--- src/rtl/rpnh_pkg.sv ---
// Package for the ray / polygon nearest-hit block: item types, register
// indexes, reset values, controller states and datapath operation codes.
// No dependencies.
`timescale 1ns / 1ps
`default_nettype none

package rpnh_pkg;

  // Fixed field widths
  localparam int COORD_BITS = 16;
  localparam int DIR_W      = 16;
  localparam int MD_W       = 20;
  localparam int OUT_W      = 24;
  localparam int CFG_IDX_W  = 3;
  localparam int CFG_DATA_W = 20;

  // Configuration register indexes
  localparam logic [CFG_IDX_W-1:0] CFG_ORIGIN_X = 3'd0;
  localparam logic [CFG_IDX_W-1:0] CFG_ORIGIN_Y = 3'd1;
  localparam logic [CFG_IDX_W-1:0] CFG_DIR_X    = 3'd2;
  localparam logic [CFG_IDX_W-1:0] CFG_DIR_Y    = 3'd3;
  localparam logic [CFG_IDX_W-1:0] CFG_MAX_DIST = 3'd4;

  // Register reset values
  localparam logic signed [DIR_W-1:0] DIR_X_RST = 16'sd1;
  localparam logic [MD_W-1:0]         MD_RST    = 20'd1000000;

  typedef struct packed {
    logic signed [COORD_BITS-1:0] vertex_x;
    logic signed [COORD_BITS-1:0] vertex_y;
    logic                         polygon_end;
    logic                         scene_end;
  } in_item_t;

  typedef struct packed {
    logic                    hit;
    logic signed [OUT_W-1:0] hit_x;
    logic signed [OUT_W-1:0] hit_y;
  } out_item_t;

  typedef enum logic [4:0] {
    ST_IDLE,
    ST_START,
    ST_SETUP,
    ST_DEN_A,
    ST_DEN_B,
    ST_RN_A,
    ST_RN_B,
    ST_SN_A,
    ST_SN_B,
    ST_CHECK,
    ST_NUM_X,
    ST_DIV_X,
    ST_NUM_Y,
    ST_DIV_Y,
    ST_POINT,
    ST_DIST_A,
    ST_DIST_B,
    ST_LIMIT,
    ST_UPDATE,
    ST_FINISH,
    ST_EMIT
  } ctrl_state_t;

  typedef enum logic [4:0] {
    OP_NONE,
    OP_LATCH,
    OP_SETUP,
    OP_DEN_A,
    OP_DEN_B,
    OP_RN_A,
    OP_RN_B,
    OP_SN_A,
    OP_SN_B,
    OP_CHECK,
    OP_NUM_X,
    OP_DIV_X,
    OP_NUM_Y,
    OP_DIV_Y,
    OP_POINT,
    OP_DIST_A,
    OP_DIST_B,
    OP_LIMIT,
    OP_UPDATE,
    OP_FINISH,
    OP_EMIT
  } dp_op_t;

  // Controller to datapath
  typedef struct packed {
    dp_op_t op;
    logic   edge_sel;   // 0: previous -> current, 1: current -> first
  } ctrl_cmd_t;

  // Datapath to controller
  typedef struct packed {
    logic poly_open;
    logic close;
    logic scene;
    logic edge_ok;
    logic div_done;
  } dp_status_t;

endpackage

`default_nettype wire

--- src/rtl/rpnh_div.sv ---
// Restoring divider, one quotient bit per cycle, for the hit point offset.
// Needs num / den < 2^Q_W. Standalone, no package use.
`timescale 1ns / 1ps
`default_nettype none

module rpnh_div #(
  parameter int NUM_W = 59,
  parameter int DEN_W = 34,
  parameter int Q_W   = 25
) (
  input  wire logic             clk,
  input  wire logic             rst_n,
  input  wire logic             start,
  input  wire logic [NUM_W-1:0] num,
  input  wire logic [DEN_W-1:0] den,
  output logic                  done,
  output logic [Q_W-1:0]        quo
);

  localparam int CNT_W = $clog2(Q_W + 1);

  logic             busy_r;
  logic             done_r;
  logic [CNT_W-1:0] cnt_r;
  logic [DEN_W-1:0] rem_r;
  logic [DEN_W-1:0] den_r;
  logic [Q_W-1:0]   quo_r;

  logic [DEN_W:0]   sh;
  logic [DEN_W:0]   diff;
  logic             ge;
  logic [DEN_W-1:0] rem_nxt;
  logic [Q_W-1:0]   quo_nxt;

  // One shift / subtract step
  always_comb begin
    sh      = {rem_r, quo_r[Q_W-1]};
    diff    = sh - {1'b0, den_r};
    ge      = (sh >= {1'b0, den_r});
    rem_nxt = ge ? diff[DEN_W-1:0] : sh[DEN_W-1:0];
    quo_nxt = {quo_r[Q_W-2:0], ge};
  end

  // Control
  always_ff @(posedge clk) begin
    if (!rst_n) begin
      busy_r <= 1'b0;
      done_r <= 1'b0;
      cnt_r  <= '0;
    end else begin
      done_r <= 1'b0;
      if (start) begin
        busy_r <= 1'b1;
        cnt_r  <= CNT_W'(Q_W);
      end else if (busy_r) begin
        cnt_r <= cnt_r - CNT_W'(1);
        if (cnt_r == CNT_W'(1)) begin
          busy_r <= 1'b0;
          done_r <= 1'b1;
        end
      end
    end
  end

  // Remainder and quotient shift registers
  always_ff @(posedge clk) begin
    if (start) begin
      rem_r <= num[NUM_W-1:Q_W];
      quo_r <= num[Q_W-1:0];
      den_r <= den;
    end else if (busy_r) begin
      rem_r <= rem_nxt;
      quo_r <= quo_nxt;
    end
  end

  assign done = done_r;
  assign quo  = quo_r;

endmodule

`default_nettype wire

--- src/rtl/rpnh_ctrl.sv ---
// Controller: sequences item intake, the edge tests (previous to current and,
// on a close, current to first) and the result register handshake. Uses rpnh_pkg.
`timescale 1ns / 1ps
`default_nettype none

module rpnh_ctrl (
  input  wire logic                clk,
  input  wire logic                rst_n,
  input  wire logic                in_valid,
  output logic                     in_ready,
  output logic                     out_valid,
  input  wire logic                out_ready,
  input  wire rpnh_pkg::dp_status_t status,
  output rpnh_pkg::ctrl_cmd_t      cmd
);

  rpnh_pkg::ctrl_state_t state_r, state_nxt;
  logic edge_sel_r, edge_sel_nxt;
  logic out_valid_r, out_valid_nxt;
  logic can_emit;
  logic emit;

  assign can_emit = !out_valid_r || out_ready;

  // Next state
  always_comb begin
    state_nxt    = state_r;
    edge_sel_nxt = edge_sel_r;
    unique case (state_r)
      rpnh_pkg::ST_IDLE: begin
        if (in_valid) state_nxt = rpnh_pkg::ST_START;
      end
      rpnh_pkg::ST_START: begin
        if (status.poly_open) begin
          state_nxt    = rpnh_pkg::ST_SETUP;
          edge_sel_nxt = 1'b0;
        end else if (status.close) begin
          state_nxt    = rpnh_pkg::ST_SETUP;
          edge_sel_nxt = 1'b1;
        end else begin
          state_nxt = rpnh_pkg::ST_FINISH;
        end
      end
      rpnh_pkg::ST_SETUP:  state_nxt = rpnh_pkg::ST_DEN_A;
      rpnh_pkg::ST_DEN_A:  state_nxt = rpnh_pkg::ST_DEN_B;
      rpnh_pkg::ST_DEN_B:  state_nxt = rpnh_pkg::ST_RN_A;
      rpnh_pkg::ST_RN_A:   state_nxt = rpnh_pkg::ST_RN_B;
      rpnh_pkg::ST_RN_B:   state_nxt = rpnh_pkg::ST_SN_A;
      rpnh_pkg::ST_SN_A:   state_nxt = rpnh_pkg::ST_SN_B;
      rpnh_pkg::ST_SN_B:   state_nxt = rpnh_pkg::ST_CHECK;
      rpnh_pkg::ST_CHECK: begin
        if (status.edge_ok) begin
          state_nxt = rpnh_pkg::ST_NUM_X;
        end else if (!edge_sel_r && status.close) begin
          state_nxt    = rpnh_pkg::ST_SETUP;
          edge_sel_nxt = 1'b1;
        end else begin
          state_nxt = rpnh_pkg::ST_FINISH;
        end
      end
      rpnh_pkg::ST_NUM_X:  state_nxt = rpnh_pkg::ST_DIV_X;
      rpnh_pkg::ST_DIV_X: begin
        if (status.div_done) state_nxt = rpnh_pkg::ST_NUM_Y;
      end
      rpnh_pkg::ST_NUM_Y:  state_nxt = rpnh_pkg::ST_DIV_Y;
      rpnh_pkg::ST_DIV_Y: begin
        if (status.div_done) state_nxt = rpnh_pkg::ST_POINT;
      end
      rpnh_pkg::ST_POINT:  state_nxt = rpnh_pkg::ST_DIST_A;
      rpnh_pkg::ST_DIST_A: state_nxt = rpnh_pkg::ST_DIST_B;
      rpnh_pkg::ST_DIST_B: state_nxt = rpnh_pkg::ST_LIMIT;
      rpnh_pkg::ST_LIMIT:  state_nxt = rpnh_pkg::ST_UPDATE;
      rpnh_pkg::ST_UPDATE: begin
        if (!edge_sel_r && status.close) begin
          state_nxt    = rpnh_pkg::ST_SETUP;
          edge_sel_nxt = 1'b1;
        end else begin
          state_nxt = rpnh_pkg::ST_FINISH;
        end
      end
      rpnh_pkg::ST_FINISH: begin
        state_nxt = status.scene ? rpnh_pkg::ST_EMIT : rpnh_pkg::ST_IDLE;
      end
      rpnh_pkg::ST_EMIT: begin
        if (can_emit) state_nxt = rpnh_pkg::ST_IDLE;
      end
      default: state_nxt = rpnh_pkg::ST_IDLE;
    endcase
  end

  // Outputs
  always_comb begin
    cmd.edge_sel = edge_sel_r;
    cmd.op       = rpnh_pkg::OP_NONE;
    emit         = 1'b0;
    unique case (state_r)
      rpnh_pkg::ST_IDLE:   cmd.op = in_valid ? rpnh_pkg::OP_LATCH : rpnh_pkg::OP_NONE;
      rpnh_pkg::ST_START:  cmd.op = rpnh_pkg::OP_NONE;
      rpnh_pkg::ST_SETUP:  cmd.op = rpnh_pkg::OP_SETUP;
      rpnh_pkg::ST_DEN_A:  cmd.op = rpnh_pkg::OP_DEN_A;
      rpnh_pkg::ST_DEN_B:  cmd.op = rpnh_pkg::OP_DEN_B;
      rpnh_pkg::ST_RN_A:   cmd.op = rpnh_pkg::OP_RN_A;
      rpnh_pkg::ST_RN_B:   cmd.op = rpnh_pkg::OP_RN_B;
      rpnh_pkg::ST_SN_A:   cmd.op = rpnh_pkg::OP_SN_A;
      rpnh_pkg::ST_SN_B:   cmd.op = rpnh_pkg::OP_SN_B;
      rpnh_pkg::ST_CHECK:  cmd.op = rpnh_pkg::OP_CHECK;
      rpnh_pkg::ST_NUM_X:  cmd.op = rpnh_pkg::OP_NUM_X;
      rpnh_pkg::ST_DIV_X:  cmd.op = rpnh_pkg::OP_DIV_X;
      rpnh_pkg::ST_NUM_Y:  cmd.op = rpnh_pkg::OP_NUM_Y;
      rpnh_pkg::ST_DIV_Y:  cmd.op = rpnh_pkg::OP_DIV_Y;
      rpnh_pkg::ST_POINT:  cmd.op = rpnh_pkg::OP_POINT;
      rpnh_pkg::ST_DIST_A: cmd.op = rpnh_pkg::OP_DIST_A;
      rpnh_pkg::ST_DIST_B: cmd.op = rpnh_pkg::OP_DIST_B;
      rpnh_pkg::ST_LIMIT:  cmd.op = rpnh_pkg::OP_LIMIT;
      rpnh_pkg::ST_UPDATE: cmd.op = rpnh_pkg::OP_UPDATE;
      rpnh_pkg::ST_FINISH: cmd.op = rpnh_pkg::OP_FINISH;
      rpnh_pkg::ST_EMIT: begin
        emit   = can_emit;
        cmd.op = can_emit ? rpnh_pkg::OP_EMIT : rpnh_pkg::OP_NONE;
      end
      default: cmd.op = rpnh_pkg::OP_NONE;
    endcase
  end

  // Result register valid flag
  always_comb begin
    if (emit) begin
      out_valid_nxt = 1'b1;
    end else if (out_ready) begin
      out_valid_nxt = 1'b0;
    end else begin
      out_valid_nxt = out_valid_r;
    end
  end

  always_ff @(posedge clk) begin
    if (!rst_n) begin
      state_r     <= rpnh_pkg::ST_IDLE;
      edge_sel_r  <= 1'b0;
      out_valid_r <= 1'b0;
    end else begin
      state_r     <= state_nxt;
      edge_sel_r  <= edge_sel_nxt;
      out_valid_r <= out_valid_nxt;
    end
  end

  assign in_ready  = (state_r == rpnh_pkg::ST_IDLE);
  assign out_valid = out_valid_r;

endmodule

`default_nettype wire

--- src/rtl/rpnh_dp.sv ---
// Datapath: configuration registers, polygon vertex registers, cross-product
// edge test on one shared multiplier, hit point and nearest-hit tracking.
// Uses rpnh_pkg and rpnh_div.
`timescale 1ns / 1ps
`default_nettype none

module rpnh_dp #(
  parameter int FRAC_BITS = 8
) (
  input  wire logic                                clk,
  input  wire logic                                rst_n,
  input  wire logic                                cfg_we,
  input  wire logic [rpnh_pkg::CFG_IDX_W-1:0]      cfg_index,
  input  wire logic [rpnh_pkg::CFG_DATA_W-1:0]     cfg_data,
  input  wire rpnh_pkg::in_item_t                  in_data,
  output rpnh_pkg::out_item_t                      out_data,
  input  wire rpnh_pkg::ctrl_cmd_t                 cmd,
  output rpnh_pkg::dp_status_t                     status
);

  localparam int CW     = rpnh_pkg::COORD_BITS;
  localparam int EW     = CW + 1;
  localparam int DEN_W  = rpnh_pkg::DIR_W + EW + 1;
  localparam int RN_W   = 2 * EW + 1;
  localparam int MA_W   = DEN_W + 1;
  localparam int QW     = CW + FRAC_BITS + 1;
  localparam int PXW    = QW + 1;
  localparam int MB_W   = PXW;
  localparam int PW     = MA_W + MB_W;
  localparam int NUM_W  = DEN_W + QW;
  localparam int DSQ_W  = 2 * PXW + 1;
  localparam int LIM_W  = 2 * rpnh_pkg::MD_W + 2 * FRAC_BITS;
  localparam int CMP_W  = (DSQ_W > LIM_W) ? DSQ_W : LIM_W;
  localparam int OUT_W  = rpnh_pkg::OUT_W;

  // Configuration
  logic signed [CW-1:0]                origin_x_r, origin_y_r;
  logic signed [rpnh_pkg::DIR_W-1:0]   dir_x_r, dir_y_r;
  logic [rpnh_pkg::MD_W-1:0]           md_r;

  // Polygon tracking
  logic signed [CW-1:0] cur_x_r, cur_y_r, first_x_r, first_y_r, prev_x_r, prev_y_r;
  logic                 inside_r, close_r, scene_r;

  // Edge test
  logic signed [CW-1:0]    ax_r, ay_r;
  logic signed [EW-1:0]    ex_r, ey_r, wx_r, wy_r;
  logic signed [PW-1:0]    t_r;
  logic signed [DEN_W-1:0] den_r, sn_r;
  logic signed [RN_W-1:0]  rn_r;
  logic [DEN_W-1:0]        dabs_r, sabs_r;
  logic [QW-1:0]           qx_r, qy_r;
  logic signed [PXW-1:0]   px_r, py_r;
  logic [DSQ_W-1:0]        dsq_r;

  // Nearest hit
  logic                    have_r;
  logic [DSQ_W-1:0]        best_d_r;
  logic signed [PXW-1:0]   best_x_r, best_y_r;
  rpnh_pkg::out_item_t     out_r;

  // Combinational helpers
  logic signed [CW-1:0]    sel_ax, sel_ay, sel_bx, sel_by;
  logic signed [EW-1:0]    exabs, eyabs;
  logic signed [MA_W-1:0]  mul_a;
  logic signed [MB_W-1:0]  mul_b;
  logic signed [PW-1:0]    mul_p;
  logic                    den_neg;
  logic [DEN_W-1:0]        dabs_w;
  logic signed [DEN_W-1:0] sn_n;
  logic signed [RN_W-1:0]  rn_n;
  logic                    edge_ok;
  logic signed [PXW-1:0]   dist_a, dist_b;
  logic [NUM_W-1:0]        num_w;
  logic                    div_start, div_done;
  logic [QW-1:0]           div_quo;
  logic [CMP_W-1:0]        limit_w, dsq_w, best_w;
  logic                    take_hit;

  // Edge endpoints
  always_comb begin
    if (cmd.edge_sel) begin
      sel_ax = cur_x_r;
      sel_ay = cur_y_r;
      sel_bx = first_x_r;
      sel_by = first_y_r;
    end else begin
      sel_ax = prev_x_r;
      sel_ay = prev_y_r;
      sel_bx = cur_x_r;
      sel_by = cur_y_r;
    end
  end

  assign exabs = ex_r[EW-1] ? -ex_r : ex_r;
  assign eyabs = ey_r[EW-1] ? -ey_r : ey_r;

  // Distance terms relative to the origin in fixed point
  assign dist_a = px_r - (PXW'(origin_x_r) <<< FRAC_BITS);
  assign dist_b = py_r - (PXW'(origin_y_r) <<< FRAC_BITS);

  // Shared multiplier operand select
  always_comb begin
    mul_a = '0;
    mul_b = '0;
    unique case (cmd.op)
      rpnh_pkg::OP_DEN_A: begin mul_a = MA_W'(dir_x_r); mul_b = MB_W'(ey_r); end
      rpnh_pkg::OP_DEN_B: begin mul_a = MA_W'(dir_y_r); mul_b = MB_W'(ex_r); end
      rpnh_pkg::OP_RN_A:  begin mul_a = MA_W'(wx_r);    mul_b = MB_W'(ey_r); end
      rpnh_pkg::OP_RN_B:  begin mul_a = MA_W'(wy_r);    mul_b = MB_W'(ex_r); end
      rpnh_pkg::OP_SN_A:  begin mul_a = MA_W'(wx_r);    mul_b = MB_W'(dir_y_r); end
      rpnh_pkg::OP_SN_B:  begin mul_a = MA_W'(wy_r);    mul_b = MB_W'(dir_x_r); end
      rpnh_pkg::OP_NUM_X: begin
        mul_a = $signed(MA_W'(sabs_r));
        mul_b = MB_W'(exabs);
      end
      rpnh_pkg::OP_NUM_Y: begin
        mul_a = $signed(MA_W'(sabs_r));
        mul_b = MB_W'(eyabs);
      end
      rpnh_pkg::OP_DIST_A: begin mul_a = MA_W'(dist_a); mul_b = dist_a; end
      rpnh_pkg::OP_DIST_B: begin mul_a = MA_W'(dist_b); mul_b = dist_b; end
      rpnh_pkg::OP_LIMIT: begin
        mul_a = $signed(MA_W'(md_r));
        mul_b = $signed(MB_W'(md_r));
      end
      default: begin
        mul_a = '0;
        mul_b = '0;
      end
    endcase
  end

  assign mul_p = mul_a * mul_b;

  // Hit test on the signed cross products, sign-normalized on den
  always_comb begin
    den_neg = den_r[DEN_W-1];
    dabs_w  = den_neg ? -den_r : den_r;
    sn_n    = den_neg ? -sn_r : sn_r;
    rn_n    = den_neg ? -rn_r : rn_r;
    edge_ok = (den_r != '0) && !sn_n[DEN_W-1] && !rn_n[RN_W-1]
              && (sn_n[DEN_W-1:0] <= dabs_w);
  end

  // Offset numerator: sn * |e| * 2^F + den / 2, rounds to nearest
  assign num_w = (mul_p[NUM_W-1:0] << FRAC_BITS) + NUM_W'(dabs_r >> 1);
  assign div_start = (cmd.op == rpnh_pkg::OP_NUM_X) || (cmd.op == rpnh_pkg::OP_NUM_Y);

  rpnh_div #(
    .NUM_W (NUM_W),
    .DEN_W (DEN_W),
    .Q_W   (QW)
  ) u_div (
    .clk   (clk),
    .rst_n (rst_n),
    .start (div_start),
    .num   (num_w),
    .den   (dabs_r),
    .done  (div_done),
    .quo   (div_quo)
  );

  // Range and nearest compare
  always_comb begin
    limit_w  = CMP_W'(t_r[2*rpnh_pkg::MD_W-1:0]) << (2 * FRAC_BITS);
    dsq_w    = CMP_W'(dsq_r);
    best_w   = CMP_W'(best_d_r);
    take_hit = (dsq_w < limit_w) && (!have_r || (dsq_w < best_w));
  end

  // Configuration registers
  always_ff @(posedge clk) begin
    if (!rst_n) begin
      origin_x_r <= '0;
      origin_y_r <= '0;
      dir_x_r    <= rpnh_pkg::DIR_X_RST;
      dir_y_r    <= '0;
      md_r       <= rpnh_pkg::MD_RST;
    end else if (cfg_we) begin
      unique case (cfg_index)
        rpnh_pkg::CFG_ORIGIN_X: origin_x_r <= $signed(cfg_data[CW-1:0]);
        rpnh_pkg::CFG_ORIGIN_Y: origin_y_r <= $signed(cfg_data[CW-1:0]);
        rpnh_pkg::CFG_DIR_X:    dir_x_r    <= $signed(cfg_data[rpnh_pkg::DIR_W-1:0]);
        rpnh_pkg::CFG_DIR_Y:    dir_y_r    <= $signed(cfg_data[rpnh_pkg::DIR_W-1:0]);
        rpnh_pkg::CFG_MAX_DIST: md_r       <= cfg_data[rpnh_pkg::MD_W-1:0];
        default: ;
      endcase
    end
  end

  // Control flags
  always_ff @(posedge clk) begin
    if (!rst_n) begin
      inside_r <= 1'b0;
      have_r   <= 1'b0;
    end else begin
      if (cmd.op == rpnh_pkg::OP_FINISH) inside_r <= !close_r;
      if (cmd.op == rpnh_pkg::OP_UPDATE && take_hit) begin
        have_r <= 1'b1;
      end else if (cmd.op == rpnh_pkg::OP_EMIT) begin
        have_r <= 1'b0;
      end
    end
  end

  // Datapath registers
  always_ff @(posedge clk) begin
    unique case (cmd.op)
      rpnh_pkg::OP_LATCH: begin
        cur_x_r <= in_data.vertex_x;
        cur_y_r <= in_data.vertex_y;
        close_r <= in_data.polygon_end | in_data.scene_end;
        scene_r <= in_data.scene_end;
        if (!inside_r) begin
          first_x_r <= in_data.vertex_x;
          first_y_r <= in_data.vertex_y;
        end
      end
      rpnh_pkg::OP_SETUP: begin
        ax_r <= sel_ax;
        ay_r <= sel_ay;
        ex_r <= EW'(sel_bx) - EW'(sel_ax);
        ey_r <= EW'(sel_by) - EW'(sel_ay);
        wx_r <= EW'(sel_ax) - EW'(origin_x_r);
        wy_r <= EW'(sel_ay) - EW'(origin_y_r);
      end
      rpnh_pkg::OP_DEN_A, rpnh_pkg::OP_RN_A, rpnh_pkg::OP_SN_A,
      rpnh_pkg::OP_DIST_A, rpnh_pkg::OP_LIMIT: begin
        t_r <= mul_p;
      end
      rpnh_pkg::OP_DEN_B: den_r <= $signed(t_r[DEN_W-1:0] - mul_p[DEN_W-1:0]);
      rpnh_pkg::OP_RN_B:  rn_r  <= $signed(t_r[RN_W-1:0] - mul_p[RN_W-1:0]);
      rpnh_pkg::OP_SN_B:  sn_r  <= $signed(t_r[DEN_W-1:0] - mul_p[DEN_W-1:0]);
      rpnh_pkg::OP_CHECK: begin
        dabs_r <= dabs_w;
        sabs_r <= sn_n[DEN_W-1:0];
      end
      rpnh_pkg::OP_DIV_X: if (div_done) qx_r <= div_quo;
      rpnh_pkg::OP_DIV_Y: if (div_done) qy_r <= div_quo;
      rpnh_pkg::OP_POINT: begin
        px_r <= (PXW'(ax_r) <<< FRAC_BITS)
                + (ex_r[EW-1] ? -$signed({1'b0, qx_r}) : $signed({1'b0, qx_r}));
        py_r <= (PXW'(ay_r) <<< FRAC_BITS)
                + (ey_r[EW-1] ? -$signed({1'b0, qy_r}) : $signed({1'b0, qy_r}));
      end
      rpnh_pkg::OP_DIST_B: dsq_r <= t_r[DSQ_W-1:0] + mul_p[DSQ_W-1:0];
      rpnh_pkg::OP_UPDATE: begin
        if (take_hit) begin
          best_d_r <= dsq_r;
          best_x_r <= px_r;
          best_y_r <= py_r;
        end
      end
      rpnh_pkg::OP_FINISH: begin
        prev_x_r <= cur_x_r;
        prev_y_r <= cur_y_r;
      end
      rpnh_pkg::OP_EMIT: begin
        out_r.hit   <= have_r;
        out_r.hit_x <= have_r ? $signed(best_x_r[OUT_W-1:0]) : '0;
        out_r.hit_y <= have_r ? $signed(best_y_r[OUT_W-1:0]) : '0;
      end
      default: ;
    endcase
  end

  assign out_data         = out_r;
  assign status.poly_open = inside_r;
  assign status.close     = close_r;
  assign status.scene     = scene_r;
  assign status.edge_ok   = edge_ok;
  assign status.div_done  = div_done;

endmodule

`default_nettype wire

--- src/rtl/ray_polygon_nearest_hit.sv ---
// Top level of the ray / polygon nearest-hit block: controller plus datapath.
// Uses rpnh_pkg, rpnh_ctrl, rpnh_dp.
//
//   port group   direction  handshake              payload
//   in_*         input      in_valid / in_ready    rpnh_pkg::in_item_t
//   out_*        output     out_valid / out_ready  rpnh_pkg::out_item_t
//   cfg_*        input      cfg_we                 cfg_index, cfg_data
//
// Items are taken one at a time: in_ready is high only while idle. A tested
// edge that hits runs the bit-serial divider once per coordinate, on a quotient
// of Q = 17 + FRAC_BITS bits (25 by default). A scene end loads the result
// register, which waits for a free slot if the previous result has not been
// taken. Reset is synchronous and restores the register defaults; no clearing
// pass is needed.
`timescale 1ns / 1ps
`default_nettype none

module ray_polygon_nearest_hit #(
  parameter int FRAC_BITS = 8
) (
  input  wire logic                            clk,
  input  wire logic                            rst_n,
  input  wire logic                            in_valid,
  output logic                                 in_ready,
  input  wire rpnh_pkg::in_item_t              in_data,
  output logic                                 out_valid,
  input  wire logic                            out_ready,
  output rpnh_pkg::out_item_t                  out_data,
  input  wire logic                            cfg_we,
  input  wire logic [rpnh_pkg::CFG_IDX_W-1:0]  cfg_index,
  input  wire logic [rpnh_pkg::CFG_DATA_W-1:0] cfg_data
);

  rpnh_pkg::ctrl_cmd_t  cmd;
  rpnh_pkg::dp_status_t status;

  rpnh_ctrl u_ctrl (
    .clk       (clk),
    .rst_n     (rst_n),
    .in_valid  (in_valid),
    .in_ready  (in_ready),
    .out_valid (out_valid),
    .out_ready (out_ready),
    .status    (status),
    .cmd       (cmd)
  );

  rpnh_dp #(
    .FRAC_BITS (FRAC_BITS)
  ) u_dp (
    .clk       (clk),
    .rst_n     (rst_n),
    .cfg_we    (cfg_we),
    .cfg_index (cfg_index),
    .cfg_data  (cfg_data),
    .in_data   (in_data),
    .out_data  (out_data),
    .cmd       (cmd),
    .status    (status)
  );

endmodule

`default_nettype wire
--- config.mk ---
export PLATFORM = sky130hd
export DESIGN_NAME = ray_polygon_nearest_hit
export DESIGN_NICKNAME = d
export VERILOG_FILES = /design/src/rtl/rpnh_pkg.sv /design/src/rtl/rpnh_div.sv /design/src/rtl/rpnh_ctrl.sv /design/src/rtl/rpnh_dp.sv /design/src/rtl/ray_polygon_nearest_hit.sv
export SDC_FILE = /design/constraint.sdc
export NUM_CORES = 2
export LEC_CHECK = 0
export ABC_AREA = 0
export BUFFER_PORTS_ARGS = -buffer_cell sky130_fd_sc_hd__buf_2
export CORE_ASPECT_RATIO = 0.5
export CORE_MARGIN = 10
export CORE_UTILIZATION = 55
export CTS_BUF_LIST = sky130_fd_sc_hd__clkbuf_2 sky130_fd_sc_hd__clkbuf_4 sky130_fd_sc_hd__clkbuf_8
export CTS_CLUSTER_SIZE = 25
export DETAILED_ROUTE_END_ITERATION = 8
export GPL_ROUTABILITY_DRIVEN = 0
export HOLD_SLACK_MARGIN = 0.08
export PLACE_DENSITY = 0.72
export SYNTH_ARGS = -nofsm -noshare
export SYNTH_HDL_FRONTEND = slang
export SYNTH_SLANG_ARGS = --single-unit
--- constraint.sdc ---
create_clock -name clk -period 32.1 [get_ports clk]
set_input_delay 0 -clock clk [delete_from_list [all_inputs] [get_ports clk]]
set_output_delay 0 -clock clk [all_outputs]
set_load 0.02 [all_outputs]
[Word level (Yosys, flattened, before mapping)]
Index checks and enable logic that the tools add are counted.
Word-level totals
  output and inout bits: 51
  register bits after elaboration: 920
Operators by class
  add/sub/neg operators: 21
  reduce and logical (&&, ||, !) cells: 41
  mux-type cells: 47
  bitwise gates (word level): 4
  equal/unequal tests: 51
  $mul: 1
  order comparisons: 4
Operators by type and width (number)
  $pmux W35 S8: 1
  $pmux W26 S9: 1
  $mux W34: 5
  $pmux W5 S21: 1
  $pmux W5 S20: 1
  $eq A5 B4 Y1 const B: 16
  $neg A34 Y34: 2
  $sub A16 B16 Y17: 4
  $sub A34 B34 Y34: 2
  $mux W16: 4
  $mux W5: 12
  $add A59 B33 Y59: 1
  $lt A53 B56 Y1: 1
  $add A53 B53 Y53: 1
  $lt A53 B53 Y1: 1
  $mul A35 B26 Y53: 1
  $add A24 B26 Y26: 2
  $mux W26: 2
  $neg A25 Y26: 2
  $sub A26 B24 Y26: 2
  $eq A5 B5 Y1 const B: 10
  $mux W25: 2
  $eq A5 B3 Y1 const B: 8
  $ge A35 B34 Y1: 1
  33 further kinds: 86

[Logic depth before layout (Yosys ltp)]
  depth after elaboration: 10
  depth in mapped cells: 56

[Cells and area by module]
From an unflattened synthesis, not the netlist that was laid out.
Second synthesis, totals
  cell total of the unflattened synthesis: 8028
  area, all modules: 80592.3 µm²
Modules (own cells, without submodules)
  rpnh_dp: area an instance 73688.2 µm², cells an instance 7368, times used 1, sequential area each 23552.6 µm²
  rpnh_div: area an instance 6282.3 µm², cells an instance 574, times used 1, sequential area each 2932.8 µm²
  rpnh_ctrl: area an instance 621.8 µm², cells an instance 86, times used 1, sequential area each 140.1 µm²

[Worst setup path before layout]
Ideal clock, no wire load.
  kind: register to register
  start point: reg u_ctrl.state_r[4]
  end point: reg u_dp.dsq_r[51], data pin
  cell stages (with the launch flop): 48
  library setup time: 0.266 ns
  path slack: 19.650 ns
  arrival: 12.184 ns
  period minus slack after synthesis: 12.450 ns
  path buffers: 4
  cell sequence: dfxtp_1 > clkbuf_1 > nor2b_1 > nand2_1 > clkinv_1 > clkbuf_1 > a222oi_1 > nand3_1 > a21oi_1 > o21ai_1 > clkbuf_1 > nand2_1 > fa_1 > inv_1 > fa_1 > inv_1 > fa_1 > fa_1 > (+12 left out) > nor2_1 > xnor2_1 > ha_1 > clkbuf_1 > inv_1 > o21bai_1 > a2111oi_0 > o21ai_0 > a21oi_1 > o21ai_0 > a22oi_1 > a21oi_1 > a211o_1 > a31oi_1 > nor2_1 > o21a_1 > o41ai_1 > xnor2_1
On the way
  cells in the longest elaborated chain, start to end: 7
RTL lines
  start, declared: line rpnh_ctrl.sv:17  | rpnh_pkg::ctrl_state_t state_r, state_nxt;
  start signal, assigned: line rpnh_ctrl.sv:138  | state_r <= rpnh_pkg::ST_IDLE;
  start signal, assigned: line rpnh_ctrl.sv:142  | state_r <= state_nxt;
  $eq A5 B5 Y1, or another cell as far along: line rpnh_ctrl.sv:96  | unique case (state_r)
  $pmux W5 S20 (*): line rpnh_ctrl.sv:96
  $eq A5 B3 Y1, or another cell as far along: line rpnh_dp.sv:106  | unique case (cmd.op)
  $reduce_or A2 Y1 (no source line)
  $pmux W26 S9 or $pmux W35 S8 (tied branches): line rpnh_dp.sv:106
  $mul A35 B26 Y53 (*): line rpnh_dp.sv:134  | assign mul_p = mul_a * mul_b;
  named net u_dp.mul_p[25]: line rpnh_dp.sv:67  | logic signed [PW-1:0] mul_p;
  $add A53 B53 Y53 (*): line rpnh_dp.sv:247  | rpnh_pkg::OP_DIST_B: dsq_r <= t_r[DSQ_W-1:0] + mul_p[DSQ_W-1:0];
  end signal, assigned: line rpnh_dp.sv:247
  end, declared: line rpnh_dp.sv:54  | logic [DSQ_W-1:0] dsq_r;
Mark *: on every way through the listed nets, which the timed path passes. The rest lies on a longest branch.
A chain may end at the register's enable or synchronous reset.

[Final worst setup path]
  start point: reg u_dp.py_r[8]
  end point: reg u_dp.dsq_r[51], data pin
On the way
  cells in the longest elaborated chain, start to end: 4
RTL lines
  start, declared: line rpnh_dp.sv:53  | logic signed [PXW-1:0] px_r, py_r;
  start signal, assigned: line rpnh_dp.sv:244  | py_r <= (PXW'(ay_r) <<< FRAC_BITS)
  $sub A26 B24 Y26 (*): line rpnh_dp.sv:100  | assign dist_b = py_r - (PXW'(origin_y_r) <<< FRAC_BITS);
  $pmux W26 S9 or $pmux W35 S8 (tied branches): line rpnh_dp.sv:106
  $mul A35 B26 Y53 (*): line rpnh_dp.sv:134
  named net u_dp.mul_p[26]: line rpnh_dp.sv:67
  $add A53 B53 Y53 (*): line rpnh_dp.sv:247
Marks and branches as above.

==> results_dict.tcl <==
set metrics [dict create \
    hold_viol 0 \
    die_height_um 291 \
    end_kind "flip-flop" \
    reg2reg_from "u_dp.py_r[8]" \
    synth-main-ff-cell "edfxtp_1" \
    critical_path.max_fanout 19 \
    grt_pass1_vias 61400 \
    synth_edf_count 820 \
    finalMaxSlewViolations 2 \
    drt-total-wl_um 253000 \
    drcViolationCount 127 \
    worstMarginPinSlew_ns 1.67 \
    placed_area_mm2 0.0835 \
    violations "design-rule violations, max-capacitance violations, max-slew violations" \
    syn_nets 9608 \
    cts_tree "done" \
    arrival_ns 14.93 \
    final_common_cell "inv_1" \
    drv_cap 1 \
    post_cts_buffers 0 \
    drt_first_pass_iters 9 \
    setup_ws_ns 17.77 \
    vias 62300 \
    multi_input_area_mm2 0.0477 \
    grt_pass1_wl_um 381000 \
    cts_buffers 143 \
    wl_per_cell_um 24.2 \
    fp-row-count 99 \
    ant_nets 0 \
    finalClockSkew_ns 0.0762 \
    min_period_ns 14.33 \
    insertion_delay_ns 0.89 \
    overflow 0 \
    slowest_delay_ns 0.95 \
    place_hpwl_um 199000 \
    worstSetupStartpointType "flip-flop" \
    synthCells 8131 \
    synth-seq-area-share_pct 33.1 \
    ir_worst_vdd_uv 58.9 \
    root_buffer "clkbuf_8" \
    maxSlewHeadroom_pct -12.1 \
    num_io_pins 113 \
    critPathKind "flip-flop to flip-flop" \
    htreeDepth 4 \
    setup_violations 0 \
    track_usage_pct 30.7 \
    final_cell_mix "1395 x inv_1, 994 x nand2_1, 847 x fa_1" \
    n_fill_cell 12100 \
    port_buffers 112 \
    antenna_found_initial 24 \
    via_per_inst 5.97 \
    rsz0062_at_grt "false" \
    area.growth.synth_to_final_pct 9.05 \
    dieArea_mm2 0.163 \
    ys_ff_latch 920 \
    critPathMostFrequentCell "fa_1" \
    tns_ns 0 \
    start_util_pct 55.3 \
    die_w_um 561 \
    syn_area_mm2 0.0806 \
    power_density_mw_per_mm2 66.9 \
    place_ws_ns 18.29 \
    ctsLongestPathBuffers 3 \
    nNetsFinal 9825 \
    avgSynthCellArea_um2 9.91 \
    clk_pin_slew_ns 0.08 \
    max_clock_freq_ghz 0.0698 \
    fin_area_mm2 0.0878 \
    core_area_mm2 0.146 \
    worst_path_max_delay_cell "and2_1" \
    synth_cell_types 92 \
    finalCritPeriodShare_pct 44.6 \
    grt_max_degree 71 \
    ys_async_sr_fraction_pct 0 \
    yosysWarnings 0 \
    hold_path_class "input port to flip-flop" \
    seq_area_mm2 0.0266 \
    p_leak_uw 0.0387 \
    cp_data_required_time_ns 32.70 \
    clock-sinks 920 \
    cp-startpoint "u_dp.py_r[8]" \
    drt_iter0_markers 8600 \
    hp-start "cfg_we" \
    status "finished with violations" \
    drive_gt1_share_pct 6.98 \
]
-- critical path, delay by kind of cell (launching register included) --
family	cells	cell delay, ns
adders and majority gates	11	5.24
AOI/OAI and AO/OA	17	4.99
and+or+nand+nor	6	1.80
xor gates and xnor gates	3	1.15
DFF	1	0.43
buffers and inverters	6	0.42
-- sequential cells by signal, indices dropped and copies added (netlist names), 20 cells and up --
register	flops
u_dp.best_d_r	53
u_dp.dsq_r	53
u_dp.t_r	53
u_dp.out_data	49
u_dp.rn_r	35
u_dp.dabs_r	34
u_dp.den_r	34
u_dp.sabs_r	34
u_dp.sn_r	34
u_dp.u_div.den_r	34
u_dp.u_div.rem_r	34
u_dp.px_r	26
u_dp.py_r	26
u_dp.qx_r	25
u_dp.qy_r	25
u_dp.u_div.quo	25
u_dp.best_x_r	24
u_dp.best_y_r	24
u_dp.md_r	20
-- cells in the mapped netlist (all sizes together) (59+ instances only) --
cell    instances  area [µm²]
nand2b         75         469
nor3           72         365
a21oi         297        1490
o21ai         278        1390
and2          103         644
inv          1399        5250
nand3          78         390
xnor2         325        2850
nor2          645        2420
dfxtp         100        2000
fa            847       17000
clkbuf        280        1050
o21bai         59         447
a21boi        132         991
ha            568        7110
nor2b          60         375
mux2i          59         591
nand2         995        3740
xor2           92         813
a21o          151        1130
edfxtp        820       24600
-- repair_timing --
item | 4_1_cts | 5_1_grt
endpoints found under the setup margin | 0 | 0
endpoints found under the hold margin | 190 | 0
gates resized for setup | 0 | 0
hold buffers | 144 | 0
-- area by class of cell --
| class | count | share of cell area (%) |
|---|---|---|
| multi-input combinational | 5515 | 54.3 |
| timing repair buffer | 368 | 3.24 |
| tap | 1969 | 2.80 |
| clock buffer | 194 | 2.73 |
| clock inverter | 64 | 0.591 |
| inverter | 1400 | 5.99 |
| sequential | 920 | 30.3 |
| antenna | 11 | 0.0313 |
-- power by group --
group | total, µW | switching (µW) | internal [µW]
clock network | 1040 | 511 | 528
logic | 3120 | 2110 | 1010
registers | 1720 | 114 | 1600
-- final timing paths --
kind	to	slack, ns	depth (start not counted)
max	u_dp.dsq_r[51]	17.77	43
max reg2reg	u_dp.dsq_r[51]	17.77	43
min reg2reg	u_dp.best_d_r[0]	0.45	0
min	u_dp.origin_x_r[10]	0.20	5
-- cells by family after synthesis --
group,count (synthesis),synth area share [%]
AOI/OAI and AO/OA,1315,10.9
xor gates and xnor gates,417,4.55
muxes,94,1.23
and+or+nand+nor,2274,12.5
buffers and inverters,1696,7.91
DFF,920,33.1
adders and majority gates,1415,29.9
-- metal layers --
layer	vias to the layer above	track usage (%)	part of all wire [%]
met5	-	0	0.073
met4	18	10.6	4.0
met3	689	15.3	17
met2	3896	41.1	39
met1	30500	42.7	40
li1	27200	-	-
-- per-stage QoR --
stage | util, % | total power, µW | hold WS (ns) | std cells
after floorplan | - | 3600 | 0.0989 | 8131
after global placement | 57.3 | 4640 | 0.188 | 10000
after detailed placement | 57.3 | 4680 | 0.192 | 10000
after CTS | 60.3 | 5750 | 0.0925 | 10400
after global routing | 60.3 | 6180 | 0.202 | 10400
final | 60.3 | 5880 | 0.204 | 10400
No activity file was read; power rests on OpenSTA's default activity.
